## src/design/mm_pkg.sv

```systemverilog
// ----------------------------------------------------------------------------
// mm_pkg: shared definitions for the matrix multiplier
// Command codes, register indexes, sequencer states and the control struct
// that the sequencer sends to the multiply-accumulate datapath.
// ----------------------------------------------------------------------------
package mm_pkg;

    localparam int MAX_DIM = 8;

    localparam int DATA_W = 32;
    localparam int DIM_W  = 4;

    localparam logic [1:0] CMD_LOAD_A = 2'd0;
    localparam logic [1:0] CMD_LOAD_B = 2'd1;
    localparam logic [1:0] CMD_START  = 2'd2;

    localparam logic [1:0] REG_A_ROWS = 2'd0;
    localparam logic [1:0] REG_A_COLS = 2'd1;
    localparam logic [1:0] REG_B_ROWS = 2'd2;
    localparam logic [1:0] REG_B_COLS = 2'd3;

    localparam logic [DIM_W-1:0] DIM_RESET = 4'd8;

    typedef enum logic [1:0] {
        ST_IDLE,
        ST_ISSUE,
        ST_DRAIN,
        ST_OUT
    } state_t;

    typedef struct packed {
        logic acc_clr;
        logic rd_issue;
        logic load_out;
        logic zero_out;
    } mac_ctrl_t;

    // A zero dimension counts as one, anything above the maximum as the maximum.
    function automatic logic [DIM_W-1:0] clamp_dim(input logic [DIM_W-1:0] v,
                                                   input logic [DIM_W-1:0] maxd);
        logic [DIM_W-1:0] r;
        r = v;
        if (v == '0)
        begin
            r = 4'd1;
        end
        else if (v > maxd)
        begin
            r = maxd;
        end
        return r;
    endfunction

endpackage

```

## src/design/mm_mem.sv

```systemverilog
// ----------------------------------------------------------------------------
// mm_mem: element store
// Single write port, single read port, registered read data.
// ----------------------------------------------------------------------------
module mm_mem #(
    parameter int DEPTH = mm_pkg::MAX_DIM * mm_pkg::MAX_DIM,
    parameter int AW    = 6
) (
    input  logic                        clk,
    input  logic                        we,
    input  logic [AW-1:0]               waddr,
    input  logic [mm_pkg::DATA_W-1:0]   wdata,
    input  logic [AW-1:0]               raddr,
    output logic [mm_pkg::DATA_W-1:0]   rdata
);

    logic [mm_pkg::DATA_W-1:0] mem [DEPTH];
    logic [mm_pkg::DATA_W-1:0] rdata_reg;

    always_ff @(posedge clk)
    begin
        if (we)
        begin
            mem[waddr] <= wdata;
        end
    end

    always_ff @(posedge clk)
    begin
        rdata_reg <= mem[raddr];
    end

    assign rdata = rdata_reg;

endmodule

```

## config.mk

```make
export PLATFORM = sky130hd
export DESIGN_NAME = mm_mem
export DESIGN_NICKNAME = d
export VERILOG_FILES = /design/src/design/mm_pkg.sv /design/src/design/mm_mem.sv
export SDC_FILE = /design/constraint.sdc
export NUM_CORES = 2
export LEC_CHECK = 0
export ABC_CLOCK_PERIOD_IN_PS = 4500
export CORE_MARGIN = 1
export CORE_UTILIZATION = 55
export DETAILED_ROUTE_END_ITERATION = 16
export DONT_BUFFER_PORTS = 1
export PLACE_DENSITY_LB_ADDON = 0.25
export SLEW_MARGIN = 30
export SYNTH_ARGS = -nofsm -noshare
export SYNTH_HDL_FRONTEND = slang
export SYNTH_SLANG_ARGS = --single-unit
```

## constraint.sdc

```tcl
create_clock -name clk -period 4.5 [get_ports clk]
set_input_delay 0.675 -clock clk [delete_from_list [all_inputs] [get_ports clk]]
set_output_delay 0.675 -clock clk [all_outputs]
set_load 0.05 [all_outputs]
```

=== Yosys cells after proc, flatten, opt, wreduce, memory -nomap -nowiden ===
Memory sizes are Yosys's and may differ from the RTL's. A register that Yosys moved wholly into a read port is not among the register bits.
Index checks and enable logic that the tools add are counted.

* Bits in registers: 0
* RAM bits: 2048
* Bits of input ports: 46
* Output and inout bits: 32
* Word-level logic and storage cells: 3
* Memories: 1

* Muxes and demuxes: 2

{| class="wikitable"
|+ Memory list
! name !! depth !! width !! read ports !! clocked after memory_dff !! write ports !! line !! RTL
|-
| mem || 64 || 32 || 1 || 1 || 1 || mm_mem.sv:17 || <nowiki>logic [mm_pkg::DATA_W-1:0] mem [DEPTH];</nowiki>
|}

{| class="wikitable"
|+ Operator list
! cell !! count
|-
| $mux W1 || 2
|}

=== Depth between registers and ports, before layout ===
* Depth after elaboration: 2
* Mapped depth: 10
* Depth with buffers taken out: 5

=== Least setup slack after synthesis ===
OpenSTA, ideal clock, no wires.

* Kind: input to register
* Start point: input waddr[3]
* End point: memory mem[48][0] in the netlist's numbering, enable pin
* Setup time: 0.461 ns
* Arrival time: 3.374 ns
* Data required time: 4.039 ns
* Slack: 0.665 ns
* Stages on the path: 4
* Buffers on the path: 1
* Cell sequence: clkbuf_1 -> nor2b_1 -> nand4b_1 -> nor3_1

{| class="wikitable"
|+ RTL lines
! what !! line !! RTL
|-
| start, declared || mm_mem.sv:11 || <nowiki>input logic [AW-1:0] waddr,</nowiki>
|-
| end, declared || mm_mem.sv:17 ||
|}

Straight into the memory's write port.

==> impl_metrics.env <==
export IMPL_outcome="complete, no violations"
export IMPL_maxCapViolCount=0
export IMPL_worstSetupPathType="in -> reg"
export IMPL_drt_iter0_drc=5109
export IMPL_nNetsFinal=3513
export IMPL_grt_max_degree=514
export IMPL_cp_data_required_time_ns=5.19
export IMPL_grt_pass1_vias=36510
export IMPL_multi_input_area_um2=15970
export IMPL_syn_nets=3370
export IMPL_io_buffer_count=0
export IMPL_cp_top_family="buffers and inverters"
export IMPL_maxSlewViolCount=0
export IMPL_fmax_ghz=0.2794
export IMPL_peakVddDrop_v=0.0003384
export IMPL_drc=0
export IMPL_initial_utilization=0.5545
export IMPL_ant_nets=0
export IMPL_post_cts_buffers=0
export IMPL_cellPowerDensity_nw_per_um2=449.0
export IMPL_hold_depth=2
export IMPL_hold_class="in -> reg"
export IMPL_setup_viol=0
export IMPL_worst_path_buf_inv=2
export IMPL_dr_total_vias=36450
export IMPL_largest_reg_flops=2048
export IMPL_crit_path_top_delay_cell="buf_16"
export IMPL_path_clk_slew_ns=0.06
export IMPL_tightest_slew_ns=1.280
export IMPL_overflow=0
export IMPL_rrSetupSlack_ns=2.24
export IMPL_skew_ns=0.03964
export IMPL_crit_chain="buf_16, buf_16, mux4_2, mux4_2, o22ai_1, nor2_1"
export IMPL_netlist_instances=3324
export IMPL_p_leak_nw=27.41
export IMPL_period_share=0.7954
export IMPL_gp_congestion=0.8517
export IMPL_fin_tns_setup_ns=0
export IMPL_synth_seq_cells=2080
export IMPL_end_kind="flip-flop"
export IMPL_cp_start_kind="input port"
export IMPL_synth_cell_type_count=34
export IMPL_wire_per_inst_um=33.74
export IMPL_synth_seq_area_share=0.7914
export IMPL_clk_latency_ns=0.83
export IMPL_pin_count=78
export IMPL_arrival_ns=4.27
export IMPL_max_stage_delay_ns=0.87
export IMPL_viasPerCell=6.594
export IMPL_final_layout_size_suffix_gt1_frac=0.2765
export IMPL_coreArea_um2=141600
export IMPL_layout_min_cycle_time_ns=3.579
export IMPL_die_h_um=379.8
export IMPL_dp_cells=5119
export IMPL_drt_pass1_iter_count=6
export IMPL_grt_setup_unrepaired="no"
export IMPL_crit_path_max_fanout=165
export IMPL_area_delta_synth_final_pct=12.82
export IMPL_relSlewSlack=0.1470
export IMPL_dieArea_um2=144300
export IMPL_grt_pass1_wl_um=270100
export IMPL_hold_violations=0
export IMPL_antenna_found_initial=12
export IMPL_cts_tree="yes"
export IMPL_reg2reg_depth=4
export IMPL_power_mw=39.77
export IMPL_cts_buffers=198
export IMPL_fillers=9186
export IMPL_die_w_um=379.8
export IMPL_netlist_area_um2=78520
export IMPL_cts_root_buf="clkbuf_16"
export IMPL_wl_um=186500
export IMPL_synth_area_per_cell_um2=23.62
export IMPL_cp_depth=6
export IMPL_rows=138
export IMPL_track_usage=0.2629
export IMPL_ys_warnings_count=0
export IMPL_hpwlAfterDp_um=105300
export IMPL_fin_cells=5528
export IMPL_seqCellArea_um2=62140
export IMPL_htree_num_levels=4
export IMPL_clk_path_buf_depth=3
export IMPL_clock_sinks=2080
layout by cell type, fill, tap and decap left out, drive strengths merged:
master	Yosys	layout
clkbuf	74	260
nand2b	8	8
buf	108	123
nand3b	5	5
mux2i	93	93
a41o	4	4
or2	3	3
o22ai	84	84
edfxtp	2048	2048
nor2b	15	15
o32ai	4	4
clkinv	0	80
or3b	5	5
nand4b	1	1
a311oi	8	8
or3	3	3
a31oi	1	1
nand3	5	5
diode	0	3
dfxtp	32	32
nor2	137	137
bufinv	0	18
inv	0	8
mux4	544	544
a21oi	62	62
nand2	26	26
o221ai	27	27
dlygate4sd3	0	2
and3	4	4
and2	2	2
nor3	7	7
clkinvlp	0	2
nand4	2	2
a22oi	12	12
final timing paths:
check                        startpoint                 to
setup / recovery               raddr[0]   rdata[6]$_DFF_P_
hold / removal                 raddr[4]   rdata[3]$_DFF_P_
setup reg to reg   mem[12][6]$_DFFE_PP_   rdata[6]$_DFF_P_
hold reg to reg   mem[29][20]$_DFFE_PP_  rdata[20]$_DFF_P_
synth_stat cells, drive strengths merged:
cell type	n	area, um2
a21oi	62	310.3
a22oi	12	90.09
a311oi	8	70.07
a31oi	1	6.260
a41o	4	40.04
and2	2	12.51
and3	4	25.02
buf	108	608.1
clkbuf	74	277.8
dfxtp	32	640.6
edfxtp	2048	61500
mux2i	93	930.9
mux4	544	12250
nand2	26	97.59
nand2b	8	50.05
nand3	5	25.02
nand3b	5	37.54
nand4	2	12.51
nand4b	1	8.760
nor2	137	514.2
nor2b	15	93.84
nor3	7	35.03
o221ai	27	236.5
o22ai	84	525.5
o32ai	4	35.03
or2	3	18.78
or3	3	18.77
or3b	5	43.80
cells by family (layout without fill, tap and decap cells):
group / count (synthesis) / in the layout / synth area share
DFF: 2080 / 2080 / 0.7914
muxes: 637 / 637 / 0.1679
and+or+nand+nor: 223 / 223 / 0.01265
AOI/OAI and AO/OA: 202 / 202 / 0.01673
buffers and inverters: 182 / 493 / 0.01128
other: 0 / 3 / 0
layer usage:
layer / share of wire / wire length, um / vias to the layer above / global-route usage
met5: 0.00014 / 27 / - / 0
met4: 0.021 / 3992 / 4 / 0.06183
met3: 0.11 / 20210 / 263 / 0.06136
met2: 0.48 / 90120 / 2004 / 0.4069
met1: 0.39 / 72170 / 19610 / 0.3855
li1: - / - / 14570 / -
report_power, final:
group	internal (mW)	switching, mW	total [mW]
registers	21.4	0.266	21.7
clock network	9.26	7.06	16.3
logic	0.737	1.01	1.75
worst register-to-register path, cell delays in order, from the launching register on:
cell and delay (ns):
edfxtp_1 0.39, mux4_2 0.46, mux4_2 0.55, o22ai_1 0.62
nor2_1 0.10
area by class of cell:
type,instances,area share
Sequential cell,2080,0.7015
Multi-Input combinational cell,1062,0.1803
Clock buffer,260,0.05916
Tap cell,1890,0.02670
Timing Repair Buffer,125,0.01983
Clock inverter,108,0.01240
Antenna cell,3,0.00008475
through the flow:
step	area, um2	hold WS [ns]	worst slack (ns)	utilization
finish	88580	0.07466	0.9205	0.6256
global route	88570	0.04995	0.8731	0.6256
floorplan	78520	0.6632	0.6652	-
detailed placement	81220	0.7512	1.319	0.5736
global placement	81110	0.7780	1.349	0.5729
CTS	88460	0.03103	2.087	0.6248
repair_timing:
| action | CTS | global route |
|---|---|---|
| hold endpoints to repair | 2059 | 0 |
| gates resized for setup | 0 | 0 |
| hold buffers | 34 | 0 |
(Power assumes the default switching activity.)
