File: src/design/mm_pkg.sv
// ----------------------------------------------------------------------------
// mm_pkg: shared definitions for the matrix multiplier
// Command codes, register indexes, sequencer states and the control struct
// that the sequencer sends to the multiply-accumulate datapath.
// ----------------------------------------------------------------------------
package mm_pkg;

    localparam int MAX_DIM = 8;

    localparam int DATA_W = 32;
    localparam int DIM_W  = 4;

    localparam logic [1:0] CMD_LOAD_A = 2'd0;
    localparam logic [1:0] CMD_LOAD_B = 2'd1;
    localparam logic [1:0] CMD_START  = 2'd2;

    localparam logic [1:0] REG_A_ROWS = 2'd0;
    localparam logic [1:0] REG_A_COLS = 2'd1;
    localparam logic [1:0] REG_B_ROWS = 2'd2;
    localparam logic [1:0] REG_B_COLS = 2'd3;

    localparam logic [DIM_W-1:0] DIM_RESET = 4'd8;

    typedef enum logic [1:0] {
        ST_IDLE,
        ST_ISSUE,
        ST_DRAIN,
        ST_OUT
    } state_t;

    typedef struct packed {
        logic acc_clr;
        logic rd_issue;
        logic load_out;
        logic zero_out;
    } mac_ctrl_t;

    // A zero dimension counts as one, anything above the maximum as the maximum.
    function automatic logic [DIM_W-1:0] clamp_dim(input logic [DIM_W-1:0] v,
                                                   input logic [DIM_W-1:0] maxd);
        logic [DIM_W-1:0] r;
        r = v;
        if (v == '0)
        begin
            r = 4'd1;
        end
        else if (v > maxd)
        begin
            r = maxd;
        end
        return r;
    endfunction

endpackage

File: src/design/mm_mac.sv
// ----------------------------------------------------------------------------
// mm_mac: shared multiply-accumulate unit
// Registered 32x32 signed multiply, exact wide accumulation, then rounding
// to Q16.16 with halves toward plus infinity and saturation to 32 bits.
// ----------------------------------------------------------------------------
module mm_mac #(
    parameter int MAX_DIM = mm_pkg::MAX_DIM
) (
    input  logic                               clk,
    input  logic                               rst_n,
    input  mm_pkg::mac_ctrl_t                  ctrl,
    input  logic signed [mm_pkg::DATA_W-1:0]   a_data,
    input  logic signed [mm_pkg::DATA_W-1:0]   b_data,
    output logic                               busy,
    output logic signed [mm_pkg::DATA_W-1:0]   product
);

    localparam int PROD_W = 2 * mm_pkg::DATA_W;
    localparam int ACC_W  = PROD_W + 1 + $clog2(MAX_DIM);
    localparam int SH_W   = ACC_W - 16;

    localparam logic signed [SH_W-1:0] SAT_MAX = SH_W'(64'sd2147483647);
    localparam logic signed [SH_W-1:0] SAT_MIN = SH_W'(-64'sd2147483648);

    logic                              rd_vld_reg;
    logic                              mul_vld_reg;
    logic signed [PROD_W-1:0]          mul_reg;
    logic signed [ACC_W-1:0]           acc_reg;
    logic signed [ACC_W-1:0]           acc_next;
    logic signed [mm_pkg::DATA_W-1:0]  product_reg;
    logic signed [mm_pkg::DATA_W-1:0]  product_next;
    logic signed [ACC_W-1:0]           rounded;
    logic signed [SH_W-1:0]            shifted;

    always_ff @(posedge clk or negedge rst_n)
    begin
        if (!rst_n)
        begin
            rd_vld_reg  <= 1'b0;
            mul_vld_reg <= 1'b0;
        end
        else
        begin
            rd_vld_reg  <= ctrl.rd_issue;
            mul_vld_reg <= rd_vld_reg;
        end
    end

    always_ff @(posedge clk)
    begin
        mul_reg     <= a_data * b_data;
        acc_reg     <= acc_next;
        product_reg <= product_next;
    end

    always_comb
    begin
        acc_next = acc_reg;
        if (ctrl.acc_clr)
        begin
            acc_next = '0;
        end
        else if (mul_vld_reg)
        begin
            acc_next = acc_reg + ACC_W'(mul_reg);
        end
    end

    // Adding one half before the floor shift rounds halves upward.
    always_comb
    begin
        rounded      = acc_reg + ACC_W'(32'sh8000);
        shifted      = rounded[ACC_W-1:16];
        product_next = product_reg;
        if (ctrl.zero_out)
        begin
            product_next = '0;
        end
        else if (ctrl.load_out)
        begin
            if (shifted > SAT_MAX)
            begin
                product_next = 32'sh7fffffff;
            end
            else if (shifted < SAT_MIN)
            begin
                product_next = 32'sh80000000;
            end
            else
            begin
                product_next = shifted[mm_pkg::DATA_W-1:0];
            end
        end
    end

    assign busy    = rd_vld_reg | mul_vld_reg;
    assign product = product_reg;

endmodule

File: config.mk
export PLATFORM = sky130hd
export DESIGN_NAME = mm_mac
export DESIGN_NICKNAME = d
export VERILOG_FILES = /design/src/design/mm_pkg.sv /design/src/design/mm_mac.sv
export SDC_FILE = /design/constraint.sdc
export NUM_CORES = 2
export LEC_CHECK = 0
export BUFFER_PORTS_ARGS = -buffer_cell sky130_fd_sc_hd__buf_2
export CAP_MARGIN = 40
export CORE_UTILIZATION = 55
export DETAILED_ROUTE_END_ITERATION = 12
export GPL_TIMING_DRIVEN = 0
export PLACE_DENSITY = 0.79
export SETUP_SLACK_MARGIN = 0.1
export SLEW_MARGIN = 20
export SYNTH_ARGS = -nofsm -noshare
export SYNTH_HDL_FRONTEND = slang
export SYNTH_SLANG_ARGS = --single-unit
export TNS_END_PERCENT = 10
File: constraint.sdc
create_clock -name clk -period 3.6 [get_ports clk]
set_input_delay 0.54 -clock clk [delete_from_list [all_inputs] [get_ports clk]]
set_output_delay 0.54 -clock clk [all_outputs]
set_load 0.05 [all_outputs]
* Word level (Yosys, flattened, before mapping)
Index checks and enable logic that the tools add are counted.
** Word-level totals
- Memory bits (read-only) :: 0
- Flip-flop bits (word level) :: 166
- RAM bits :: 0
- Memories kept :: 0
- Logic and storage cells :: 13
- Bits in latches :: 0
** Operators by class
- Bitwise logic cells :: 1
- $add $sub $neg :: 2
- Reductions and logical operators :: 0
- Shift-type cells :: 0
- Muxes and demuxes :: 2
- $lt $le $gt $ge :: 2
- Div/mod/pow operators :: 0
- $mul :: 1
- Equality and inequality tests :: 0
** Operator list (number)
- 68-bit by 17-bit adder with 68-bit output, second input constant :: 1
- 68-bit by 64-bit adder with 68-bit output :: 1
- 32-bit by 32-bit multiplier with 64-bit output :: 1
- 32-bit 2-to-1 mux :: 2
- 52-bit by 32-bit > comparator with 1-bit output, second input constant :: 1
- 52-bit by 32-bit less-than comparator with 1-bit output, second input constant :: 1
- 1-bit OR :: 1

* Depth between registers and ports, before layout
- Depth after elaboration :: 4
- Gate-level depth with buffers :: 29
- Mapped depth without buffers :: 28

* Worst setup path after synthesis
OpenSTA, ideal clock, no wires.
- Path kind :: input to register
- From :: input port b_data[2] in the netlist's numbering
- To :: register mul_reg[62]
- Required time :: 3.528 ns
- Stages on the path :: 27
- Arrival :: 8.001 ns
- Path slack :: -4.473 ns
- Library setup time :: 0.072 ns
- Cells stage by stage :: clkbuf_1 -> nand2_1 -> inv_1 -> fa_1 -> fa_1 -> fa_1 -> fa_1 -> inv_1 -> fa_1 -> inv_1 -> fa_1 -> inv_1 -> fa_1 -> inv_1 -> fa_1 -> ha_1 -> clkbuf_1 -> a21o_1 -> a21o_1 -> a21o_1 -> a21o_1 -> a21oi_1 -> o21ai_0 -> a221o_1 -> a21o_1 -> a21oi_1 -> xnor2_1
** Between the ends
- Cells in the longest elaborated chain, start to end :: 1
** Ends and longest elaborated chain
- start, declared :: RTL line mm_mac.sv:13 : input logic signed [mm_pkg::DATA_W-1:0] b_data,
- 32-bit by 32-bit multiplier with 64-bit output :: RTL line mm_mac.sv:51 : mul_reg <= a_data * b_data;
- end signal, assigned :: RTL line mm_mac.sv:51
- end, declared :: RTL line mm_mac.sv:27 : logic signed [PROD_W-1:0] mul_reg;
No other way between the ends.
A chain may end at the register's enable or synchronous reset.

* Worst setup path in the final report
- From :: input port b_data[11] in the netlist's numbering
- To :: register mul_reg[60]
Same word-level chain as after synthesis.

==> flow_summary.json <==
{
  "crit_type": "primary input to register",
  "port_buffers": 101,
  "fmax_mhz": 132,
  "antenna_found_initial": 7,
  "fin_nets": 6747,
  "die_h_um": 292,
  "finalSetupViolations": 57,
  "area_growth_pct": 15.7,
  "crit_required_ps": 3960,
  "grt.busiest_layer": "met2",
  "die-area_um2": 85100,
  "yosysSeqAreaShare": 0.0722,
  "grt_pass1_vias": 39800,
  "synth_area_per_cell_um2": 9.07,
  "row_count": 105,
  "ys_warn_count": 0,
  "synth_largest_area_cell": "fa_1",
  "startpoint_type": "primary input",
  "final_cell_mix": "1014 x fa_1, 996 x inv_1, 628 x nand2_1",
  "hold_viol": 0,
  "grt_overflow_total": 0,
  "clock_path_buffers": 2,
  "fillers": 6473,
  "htreeDepth": 4,
  "synth-main-ff-cell": "dfxtp_1",
  "grt_usage": 0.382,
  "outcome": "complete, but fails checks",
  "min_path_type": "primary input to register",
  "critPathBufInv": 7,
  "use_met1": 0.477,
  "grt_pass1_wl_um": 240000,
  "largest_reg_flops": 68,
  "fin_crit_sh": 2.10,
  "place_area_um2": 48400,
  "cts-buffers-inserted": 17,
  "worst_pin_slew_ps": 865,
  "final-max-slew-violation-count": 0,
  "cts_tree": "done",
  "yosys.area.top_type_share": 0.470,
  "critPathMaxFanout": 10,
  "synth-async-reset-ratio": 0.0120,
  "syn_area_um2": 46200,
  "period_needed_ps": 7560,
  "slew_headroom": 0.424,
  "cts.sinks": 166,
  "grt_max_degree": 26,
  "use_met3": 0.127,
  "core_area_um2": 82500,
  "grt.met2_usage": 0.573,
  "skew_ps": 15.5,
  "synth_area_leaders": "fa_1 47%, inv_1 8.4%, dfxtp_1 7.1%",
  "violations": "negative setup slack",
  "cts_root_buf": "clkbuf_16",
  "cp_slowest_cell": "fa_2",
  "utilization": 0.648,
  "fin_area_um2": 53400,
  "rsz0062_at_grt": "true",
  "vias": 37800,
  "seq_area_um2": 3330,
  "dp_hpwl_um": 128000,
  "start_util": 0.560,
  "arrival_ps": 7920,
  "ios": 103,
  "holdWs_ps": 196,
  "max_stage_delay_ps": 670,
  "die_x_um": 292,
  "yosys_register_bits": 166,
  "endpoint_kind": "register",
  "final_common_cell": "fa_1",
  "clk_pin_slew_ps": 70,
  "dr.pass1.iters": 6,
  "wirelength_um": 161000,
  "postLayoutSetupSlackWorst_ps": -3960,
  "multi_input_area_um2": 39200,
  "drtIter0Drc": 3556,
  "syn_nets": 6495,
  "syn_inst": 5090,
  "wl_per_cell_um": 25.0,
  "route.detailed.drc": 0,
  "via_per_inst": 5.87,
  "antenna_left": 0,
  "crit_family": "adder cells",
  "synth.distinct_cells": 81,
  "synth_edf_count": 0,
  "drv_cap": 0,
  "drive_gt1_frac": 0.147,
  "clkLatencyLatePin_ps": 440,
  "gp_congestion": 1.05
}
-- path summary, 6_finish.rpt --
path                              from     endpoint  slack [ps]  depth (start not counted)
min in group asynchronous        rst_n   rd_vld_reg         400                          2
hold reg to reg             rd_vld_reg  mul_vld_reg         380                          0
max in group asynchronous        rst_n  mul_vld_reg        3110                          2
hold / removal                 ctrl[2]   rd_vld_reg         200                          1
setup / recovery            b_data[11]  mul_reg[60]       -3960                         27
setup reg to reg           acc_reg[16]  acc_reg[61]         100                         13
-- synth_stat cells, types with 23 or more instances --
| master | number |
|---|---|
| o211ai_1 | 35 |
| nand4_1 | 33 |
| nor2_1 | 158 |
| nor3_1 | 34 |
| nand3_1 | 51 |
| nand2b_1 | 32 |
| clkbuf_1 | 238 |
| nand2_1 | 638 |
| fa_1 | 1083 |
| xnor2_1 | 107 |
| xor2_1 | 64 |
| and3_1 | 23 |
| o21ai_0 | 89 |
| inv_1 | 1038 |
| and2_1 | 518 |
| a21oi_1 | 143 |
| ha_1 | 252 |
| dfxtp_1 | 164 |
| mux2i_1 | 49 |
| a21o_1 | 84 |
| o21bai_1 | 27 |
-- timing repair --
action,4_1_cts,5_1_grt
pin swaps,176,117
buffers inserted,86,30
hold buffers,1,0
hold endpoints to repair,2,0
setup endpoints to repair,103,103
resized for setup,783,188
-- kinds of logic (layout without fill, tap and decap cells) --
kind of cell | Yosys count | count (layout) | share of synthesized area
buffers and inverters | 1299 | 1564 | 0.107
AOI/OAI and AO/OA | 510 | 510 | 0.0726
xor gates and xnor gates | 171 | 171 | 0.0324
other | 0 | 14 | 0
and+or+nand+nor | 1558 | 1558 | 0.167
adders and majority gates | 1335 | 1335 | 0.538
muxes | 51 | 51 | 0.0111
DFF | 166 | 166 | 0.0722
-- metrics by stage --
step / setup TNS [ps] / std cells / worst slack, ps
floorplan: -176230 / 5090 / -4090
global placement: -258410 / 6261 / -5680
detailed placement: -257440 / 6283 / -5700
CTS: -168360 / 6398 / -3870
global route: -182960 / 6426 / -4120
finish: -175550 / 6439 / -3960
-- final cells by class --
type / instances / area share
timing repair buffer: 238 / 0.0378
clock buffer: 18 / 0.00803
antenna: 14 / 0.000656
buffer: 256 / 0.0560
clock inverter: 14 / 0.00314
sequential: 166 / 0.0624
multi-input combinational: 3625 / 0.734
inverter: 1038 / 0.0732
tap: 1070 / 0.0251
-- metal layers --
| layer | share of wire | up-vias | wire length (µm) |
|---|---|---|---|
| met4 | 0.077 | 4 | 12400 |
| met2 | 0.43 | 2495 | 68700 |
| met5 | 0.00014 | - | 23 |
| li1 | - | 15800 | - |
| met3 | 0.13 | 680 | 21500 |
| met1 | 0.36 | 18700 | 58000 |
Power is left out: the tool's default activity adds up to more than one toggle a clock period on the data nets, which glitch-free logic cannot reach.
