===== config.mk =====
export PLATFORM = sky130hd
export DESIGN_NAME = mm_ctrl
export DESIGN_NICKNAME = d
export VERILOG_FILES = /design/src/design/mm_pkg.sv /design/src/design/mm_ctrl.sv
export SDC_FILE = /design/constraint.sdc
export NUM_CORES = 1
export LEC_CHECK = 0
export BUFFER_PORTS_ARGS = -buffer_cell sky130_fd_sc_hd__buf_4
export CORE_MARGIN = 10
export CORE_UTILIZATION = 55
export CTS_BUF_LIST = sky130_fd_sc_hd__clkbuf_8
export DETAILED_ROUTE_END_ITERATION = 10
export GPL_ROUTABILITY_DRIVEN = 1
export PLACE_DENSITY_LB_ADDON = 0.15
export SLEW_MARGIN = 20
export SYNTH_ARGS = -nofsm -noshare
export SYNTH_HDL_FRONTEND = slang
export SYNTH_SLANG_ARGS = --single-unit
export TNS_END_PERCENT = 100

===== constraint.sdc =====
create_clock -name clk -period 4 [get_ports clk]
set_input_delay 0.6 -clock clk [delete_from_list [all_inputs] [get_ports clk]]
set_output_delay 0.6 -clock clk [all_outputs]
set_load 0.005 [all_outputs]

===== src/design/mm_pkg.sv =====
// ----------------------------------------------------------------------------
// mm_pkg: shared definitions for the matrix multiplier
// Command codes, register indexes, sequencer states and the control struct
// that the sequencer sends to the multiply-accumulate datapath.
// ----------------------------------------------------------------------------
package mm_pkg;

    localparam int MAX_DIM = 8;

    localparam int DATA_W = 32;
    localparam int DIM_W  = 4;

    localparam logic [1:0] CMD_LOAD_A = 2'd0;
    localparam logic [1:0] CMD_LOAD_B = 2'd1;
    localparam logic [1:0] CMD_START  = 2'd2;

    localparam logic [1:0] REG_A_ROWS = 2'd0;
    localparam logic [1:0] REG_A_COLS = 2'd1;
    localparam logic [1:0] REG_B_ROWS = 2'd2;
    localparam logic [1:0] REG_B_COLS = 2'd3;

    localparam logic [DIM_W-1:0] DIM_RESET = 4'd8;

    typedef enum logic [1:0] {
        ST_IDLE,
        ST_ISSUE,
        ST_DRAIN,
        ST_OUT
    } state_t;

    typedef struct packed {
        logic acc_clr;
        logic rd_issue;
        logic load_out;
        logic zero_out;
    } mac_ctrl_t;

    // A zero dimension counts as one, anything above the maximum as the maximum.
    function automatic logic [DIM_W-1:0] clamp_dim(input logic [DIM_W-1:0] v,
                                                   input logic [DIM_W-1:0] maxd);
        logic [DIM_W-1:0] r;
        r = v;
        if (v == '0)
        begin
            r = 4'd1;
        end
        else if (v > maxd)
        begin
            r = maxd;
        end
        return r;
    endfunction

endpackage


===== src/design/mm_ctrl.sv =====
// ----------------------------------------------------------------------------
// mm_ctrl: multiply sequencer
// Walks the row, column and inner indexes, issues store reads to the shared
// multiply-accumulate unit and hands each finished element to the output.
// ----------------------------------------------------------------------------
module mm_ctrl #(
    parameter int MAX_DIM = mm_pkg::MAX_DIM,
    parameter int AW      = 6
) (
    input  logic                       clk,
    input  logic                       rst_n,
    input  logic                       start,
    input  logic [mm_pkg::DIM_W-1:0]   a_rows,
    input  logic [mm_pkg::DIM_W-1:0]   a_cols,
    input  logic [mm_pkg::DIM_W-1:0]   b_rows,
    input  logic [mm_pkg::DIM_W-1:0]   b_cols,
    input  logic                       out_ready,
    input  logic                       busy,
    output logic                       in_ready,
    output logic                       out_valid,
    output logic [AW-1:0]              a_raddr,
    output logic [AW-1:0]              b_raddr,
    output mm_pkg::mac_ctrl_t          mac_ctrl,
    output logic [2:0]                 out_row,
    output logic [2:0]                 out_col,
    output logic                       dim_error,
    output logic                       last
);

    localparam int CW = (MAX_DIM > 1) ? $clog2(MAX_DIM) : 1;
    localparam logic [mm_pkg::DIM_W-1:0] MAXD = mm_pkg::DIM_W'(MAX_DIM);

    mm_pkg::state_t state_reg;
    mm_pkg::state_t state_next;

    logic [CW-1:0] i_reg;
    logic [CW-1:0] i_next;
    logic [CW-1:0] j_reg;
    logic [CW-1:0] j_next;
    logic [CW-1:0] k_reg;
    logic [CW-1:0] k_next;
    logic          err_reg;
    logic          err_next;

    logic [mm_pkg::DIM_W-1:0] ar;
    logic [mm_pkg::DIM_W-1:0] ac;
    logic [mm_pkg::DIM_W-1:0] br;
    logic [mm_pkg::DIM_W-1:0] bc;
    logic                     k_end;
    logic                     j_end;
    logic                     i_end;
    logic [7:0]               a_lin;
    logic [7:0]               b_lin;

    assign ar = mm_pkg::clamp_dim(a_rows, MAXD);
    assign ac = mm_pkg::clamp_dim(a_cols, MAXD);
    assign br = mm_pkg::clamp_dim(b_rows, MAXD);
    assign bc = mm_pkg::clamp_dim(b_cols, MAXD);

    assign k_end = (mm_pkg::DIM_W'(k_reg) == ac - 4'd1);
    assign j_end = (mm_pkg::DIM_W'(j_reg) == bc - 4'd1);
    assign i_end = (mm_pkg::DIM_W'(i_reg) == ar - 4'd1);

    assign a_lin = 8'(i_reg) * 8'(ac) + 8'(k_reg);
    assign b_lin = 8'(k_reg) * 8'(bc) + 8'(j_reg);

    always_ff @(posedge clk or negedge rst_n)
    begin
        if (!rst_n)
        begin
            state_reg <= mm_pkg::ST_IDLE;
            i_reg     <= '0;
            j_reg     <= '0;
            k_reg     <= '0;
            err_reg   <= 1'b0;
        end
        else
        begin
            state_reg <= state_next;
            i_reg     <= i_next;
            j_reg     <= j_next;
            k_reg     <= k_next;
            err_reg   <= err_next;
        end
    end

    always_comb
    begin
        state_next = state_reg;
        case (state_reg)
            mm_pkg::ST_IDLE:
            begin
                if (start)
                begin
                    state_next = (ac != br) ? mm_pkg::ST_OUT : mm_pkg::ST_ISSUE;
                end
            end
            mm_pkg::ST_ISSUE:
            begin
                if (k_end)
                begin
                    state_next = mm_pkg::ST_DRAIN;
                end
            end
            mm_pkg::ST_DRAIN:
            begin
                if (!busy)
                begin
                    state_next = mm_pkg::ST_OUT;
                end
            end
            mm_pkg::ST_OUT:
            begin
                if (out_ready)
                begin
                    if (i_end && j_end)
                    begin
                        state_next = mm_pkg::ST_IDLE;
                    end
                    else if (!err_reg)
                    begin
                        state_next = mm_pkg::ST_ISSUE;
                    end
                end
            end
            default:
            begin
                state_next = mm_pkg::ST_IDLE;
            end
        endcase
    end

    always_comb
    begin
        i_next   = i_reg;
        j_next   = j_reg;
        k_next   = k_reg;
        err_next = err_reg;
        case (state_reg)
            mm_pkg::ST_IDLE:
            begin
                if (start)
                begin
                    i_next   = '0;
                    j_next   = '0;
                    k_next   = '0;
                    err_next = (ac != br);
                end
            end
            mm_pkg::ST_ISSUE:
            begin
                k_next = k_end ? '0 : k_reg + 1'b1;
            end
            mm_pkg::ST_OUT:
            begin
                if (out_ready && !(i_end && j_end))
                begin
                    if (j_end)
                    begin
                        j_next = '0;
                        i_next = i_reg + 1'b1;
                    end
                    else
                    begin
                        j_next = j_reg + 1'b1;
                    end
                end
            end
            default:
            begin
            end
        endcase
    end

    always_comb
    begin
        in_ready          = 1'b0;
        out_valid         = 1'b0;
        mac_ctrl.acc_clr  = 1'b0;
        mac_ctrl.rd_issue = 1'b0;
        mac_ctrl.load_out = 1'b0;
        mac_ctrl.zero_out = 1'b0;
        case (state_reg)
            mm_pkg::ST_IDLE:
            begin
                in_ready          = 1'b1;
                mac_ctrl.acc_clr  = start;
                mac_ctrl.zero_out = start && (ac != br);
            end
            mm_pkg::ST_ISSUE:
            begin
                mac_ctrl.rd_issue = 1'b1;
            end
            mm_pkg::ST_DRAIN:
            begin
                mac_ctrl.load_out = !busy;
            end
            mm_pkg::ST_OUT:
            begin
                out_valid        = 1'b1;
                mac_ctrl.acc_clr = out_ready;
            end
            default:
            begin
            end
        endcase
    end

    assign a_raddr   = a_lin[AW-1:0];
    assign b_raddr   = b_lin[AW-1:0];
    assign out_row   = 3'(i_reg);
    assign out_col   = 3'(j_reg);
    assign dim_error = err_reg;
    assign last      = i_end && j_end;

endmodule


# == Word-level counts from Yosys, hierarchy flattened ==
# Index checks and enable logic that the tools add are counted.
# totals
regBits,12
input_bits,21
word_cells,81
# op_classes
n_addsub,8
n_mul,2
magnitude_cmp,4
n_eq_ne,14
muxes,31
n_reduce_logical,17
# ops
operator,n
4-bit two-way mux,8
3-bit two-way mux,6
3-bit one-hot mux with 2 select lines,3
4-bit > comparator (second input constant),4
4-bit zero test,4
2-bit two-way mux,7
6-bit by 3-bit adder with 6-bit output,2
3-bit by 4-bit equality test with 1-bit output,3
3-bit by 4-bit multiplier with 6-bit output,2
2-bit != test (second input constant),6
4-bit by 1-bit subtractor with 4-bit output (second input constant),3
3-bit by 1-bit adder with 3-bit output (second input constant),3
2-bit one-hot mux with 4 select lines,1
1-bit two-way mux,5
5-bit AND reduction,1
2-bit equality test (second input constant),2
4-bit != test,1
2-bit AND reduction,2
4-bit AND reduction,1
2-bit nonzero test,2
1-bit logical AND,3
3-bit != test (second input constant),1
3-bit AND reduction,1
2-bit by 1-bit equality test with 1-bit output (second input constant),1
3 further kinds,4

# == Longest topological paths before layout ==
# depth
word_depth,10
mapped_depth,12
mapped_depth_nobuf,12

# == Least setup slack after synthesis ==
# Ideal clock, no wire load.
# synth_timing
kind,input port to output port
start,input port a_cols[2] in the netlist's numbering
end,output port a_raddr[5]
arrival_time_ps,3062
t_required_ps,3400
setup_slack_ps,338
stages,12
path_buffers,0
path_cell_list,o21bai_1 -> and2_1 -> nand2_1 -> fa_1 -> inv_1 -> fa_1 -> inv_1 -> fa_1 -> inv_1 -> a21o_1 -> a21oi_1 -> xnor2_1
# synth_between
elab_chain_len,5
elab_cells_between_ends,6
classes_between,add/sub (1); mul (1); order compare (1); mux (2); reduce/logical (1)
# synth_rtl
item,line,rtl
from (decl),mm_ctrl.sv:14,"input logic [mm_pkg::DIM_W-1:0] a_cols,"
4-bit > comparator,mm_pkg.sv:47,else if (v > maxd)
4-bit two-way mux,mm_pkg.sv:47,
4-bit two-way mux *,mm_pkg.sv:43,if (v == '0)
3-bit by 4-bit multiplier with 6-bit output *,mm_ctrl.sv:64,assign a_lin = 8'(i_reg) * 8'(ac) + 8'(k_reg);
6-bit by 3-bit adder with 6-bit output *,mm_ctrl.sv:64,
to (decl),mm_ctrl.sv:21,"output logic [AW-1:0] a_raddr,"
# Mark *: on every way between the ends. The rest lies on a longest branch, timed or not.

# == Worst setup path in the final report ==
# layout_timing
start,input port a_cols[1] in the netlist's numbering
end,output port a_raddr[5]
# Same word-level chain as after synthesis.

==> results.md <==
- The run finished with clean final reports.
- Post-CTS timing repair inserted 0 buffers for setup.
- Measured on the finished design, the core utilization comes to between 70% and 80%.
- For this run, the register share of the synthesized area comes to ~16%.
- The detailed router placed 1684 vias in this run.
- The pin count of the biggest net entering global routing is 13.
- The element type at the critical path end is a primary output.
- The buffer levels on the longest clock path is 2.
- The initial core utilization is a little under three fifths.
- The number of nets with antenna violations after detailed routing is 0.
- Traced cell by cell, the critical path runs through buf_4 > o21bai_1 > and2_1 > nand2_1 > fa_1 > inv_1 > fa_1 > inv_1 > fa_2 > inv_1 > a21o_1 > a21oi_1 > xnor2_1 > buf_4.
- After synthesis, the share of flip-flops with an asynchronous set or reset is 100%.
- The kind of critical path is in -> out.
- The layout has between 300 and 400 filler cells.
- The clock arrives with 0.00267 ns of skew.
- The later pin in the worst-skew pair is clocked with a latency of about 0.24 ns.
- The path depth of the worst reg2reg path is 5.
- The total power is 1.15 mW.
- Setup violations remaining at the end of the flow were counted as 0.
- The mapped netlist covers around 0.0019 mm².
- The cell repeated most along the worst path is sky130_fd_sc_hd__inv_1.
- The longest individual stage delay on the worst path is roughly 0.56 ns.
- The number of buffers created by CTS is 3.
- The first global-routing pass estimated about 7600 µm of wire.
- The count of TritonRoute iterations in the first routing pass is 4.
- Detailed placement finished with a half-perimeter wire length of between 3000 and 4000 µm.
- Across the VDD grid, the largest voltage drop is 507 µV.
- The detail-routed net length per standard cell is roughly 14 µm.
- The max-slew violation count came to 0.
- The CTS tree is done.
- The number of global-route vias before repair was around 1700.
- The worst hold slack after final layout is between 0.15 and 0.2 ns.
- The startpoint type of the worst setup path is a primary input.
- Setup slack closes at approximately 0.17 ns.
- The floorplan step defined a core boundary enclosing 0.00334 mm².
- The slew at the pin closest to its max-slew limit is approximately 0.48 ns.
- The number of levels in the clock H-tree is 1.
- The average size of a mapped cell is 8.64 µm².
- From synthesis to final layout, the design area changed by 24.7%.
- The placement-stage worst setup slack is between 0.05 and 0.06 ns.
- Clock-pin slew was measured on the worst setup and hold paths at 0.06 ns.
- Including well taps, the total number of placed cells is 313.
- STA puts the critical path data required time at 3.40 ns.
- Synthesis produced a netlist whose cell count is 220.
- Across the run, the number of max-cap violations was 0.
- In the finished design, the share of the clock period the worst path needs comes to ~96%.
- The power per cell area is between 400 and 500 mW/mm².
- The CTS sink count is 12.
- The maximum operating frequency is roughly 260 MHz.
- The repair_antennas step left the layout with diodes totalling 0.
- The vertical die dimension is slightly below 80 µm.
- At the worst endpoint, the arrival time is approximately 3.2 ns.
- The buffering stage count on the worst path with inverters included is 5.
- Global routing consumed, over all layers together, about 14% of the routing resources.
- The clock tree root driver cell is sky130_fd_sc_hd__clkbuf_8.
- The path category of the worst min-delay check is in -> async.
- The count of cell instances traversed by the critical path is 14.
- Setup repair after global routing left no endpoint under its margin.
- Headroom to the max-slew limit came out at between 60% and 70%.
- The I/O pin count is 47.
- After floorplanning, the core was divided into 21 placement rows.
- For this design, the slowest cell found on the critical path is sky130_fd_sc_hd__fa_1.
- The biggest fanout along the worst timing path is 3.
- The number of antenna violations at the first check in global routing came to 0.
- The most used flip-flop cell after synthesis is sky130_fd_sc_hd__dfrtp_1.
- The synthesized design contains 12 register bits.
- The number of DRC violations after detailed-routing iteration 0 is 75.
- The horizontal die dimension is just under 80 µm.
- The number of unique standard cell types used by synthesis is 53.
- The area share of the leading cell type in the synthesized netlist is a little under a fifth.
- The quantity of I/O buffers inserted on ports is 46.
- The routability congestion estimate from global placement is between 0.8 and 0.9.
- Summed over all instances, the cell type with the most area after synthesis is sky130_fd_sc_hd__ha_1.
- The cell family contributing the most delay on the critical path is adder cells.
- Dividing the detail-routed via count by the number of cells gives approximately 5.3.
- The proportion of layout cells with a drive suffix above 1 is between 20 and 30%.
- The area of the die is ~0.0062 mm².
- The number of hold violations in the final report is 0.
- The cell area after layout is about 0.0024 mm².
- After detailed placement, the total cell area comes to ~0.0023 mm².
- The overall routed net length is approximately 4300 µm.
- After global routing the overflow that remains totals 0.
- The yosys synthesis warning count is 0.
- The worst path in the final design needs a cycle of between 3 and 4 ns, including I/O delays and setup.
- After routing, the total negative slack on setup checks comes to 0 ns.
- The number of flops mapped to enable cells by yosys is 0.
- The number of DRC violations after detailed routing is 0.
- At the end of the flow, the number of nets in the layout was 330.
- In this run the static leakage power is between 1 and 1.5 nW.
- Sorting the synthesized cells by area gives the leading types as sky130_fd_sc_hd__ha_1 (19%), sky130_fd_sc_hd__dfrtp_1 (16%), sky130_fd_sc_hd__fa_1 (8.4%).
- Leaving out filler cells and counting taps, the final layout contains around 320.
- The synthesized netlist net count is 278.
==> path summary, 6_finish.rpt <==
kind                            startpoint      endpoint  slack [ns]
worst max-delay path             a_cols[1]    a_raddr[5]        0.17
worst min-delay path                 rst_n     dim_error        0.19
worst max register to register    k_reg[2]  state_reg[1]        1.91
worst min register to register   dim_error     dim_error        0.53
max in group asynchronous            rst_n    out_col[2]        3.66
min in group clk                 dim_error     dim_error        0.53
==> cells in the mapped netlist (2+ instances only) <==
master,count
sky130_fd_sc_hd__a211oi_1,2
sky130_fd_sc_hd__a21o_1,5
sky130_fd_sc_hd__a21oi_1,11
sky130_fd_sc_hd__a22o_1,2
sky130_fd_sc_hd__and2_1,6
sky130_fd_sc_hd__and2_2,2
sky130_fd_sc_hd__and3_1,2
sky130_fd_sc_hd__and3_2,2
sky130_fd_sc_hd__dfrtp_1,12
sky130_fd_sc_hd__fa_1,8
sky130_fd_sc_hd__ha_1,29
sky130_fd_sc_hd__inv_1,26
sky130_fd_sc_hd__inv_2,2
sky130_fd_sc_hd__mux2i_1,2
sky130_fd_sc_hd__nand2_1,21
sky130_fd_sc_hd__nand2b_1,7
sky130_fd_sc_hd__nand3_1,4
sky130_fd_sc_hd__nor2_1,10
sky130_fd_sc_hd__nor2b_1,6
sky130_fd_sc_hd__nor2b_4,2
sky130_fd_sc_hd__nor3_1,2
sky130_fd_sc_hd__o21ai_0,4
sky130_fd_sc_hd__o21ai_1,3
sky130_fd_sc_hd__o21bai_1,4
sky130_fd_sc_hd__xnor2_1,14
sky130_fd_sc_hd__xor2_1,5
==> repair_timing <==
item / in CTS / in global routing
resized for setup: 0 / 2
endpoints found under the setup margin: 0 / 2
hold buffers: 0 / 0
==> cells in the final DEF (no fill, tap or decap), drive strengths merged, types with 8 or more instances in the layout <==
cell,netlist,routed
a21oi,11,11
fa,8,8
inv,28,28
nor2b,8,8
nor2,10,10
nand2,21,21
ha,29,29
dfrtp,12,12
buf,2,50
o21ai,9,9
xnor2,15,15
and2,9,9
==> final cells by class <==
cell class                      instances  area, µm²  area share, %
Multi-Input combinational cell        177       1480           62.3
Timing Repair Buffer                   50        375           15.8
Sequential cell                        12        300           12.7
Inverter                               28        105           4.43
Tap cell                               46       57.6           2.43
Clock buffer                            4       55.1           2.32
==> per-layer routing <==
metal	vias to the layer above	wire length, µm	GRT usage [%]
li1	859	-	-
met2	37	2100	24.3
met5	-	0	0
met4	0	70	4.48
met1	780	1910	17.1
met3	8	246	3.60
==> where the power goes <==
part,switching [mW],internal (mW)
logic,0.373,0.389
clock network,0.0488,0.0871
registers,0.0824,0.166
==> logic make-up (layout without fill, tap and decap cells) <==
group,count (synthesis),in the layout,share of synthesized area [%]
fa+ha+maj,37,37,27.5
xor+xnor,20,20,9.61
compound gates,45,45,17.4
flops,12,12,15.8
mux,4,4,2.24
simple gates,71,71,20.8
buf+inv,31,82,6.71
(Power assumes the default switching activity.)
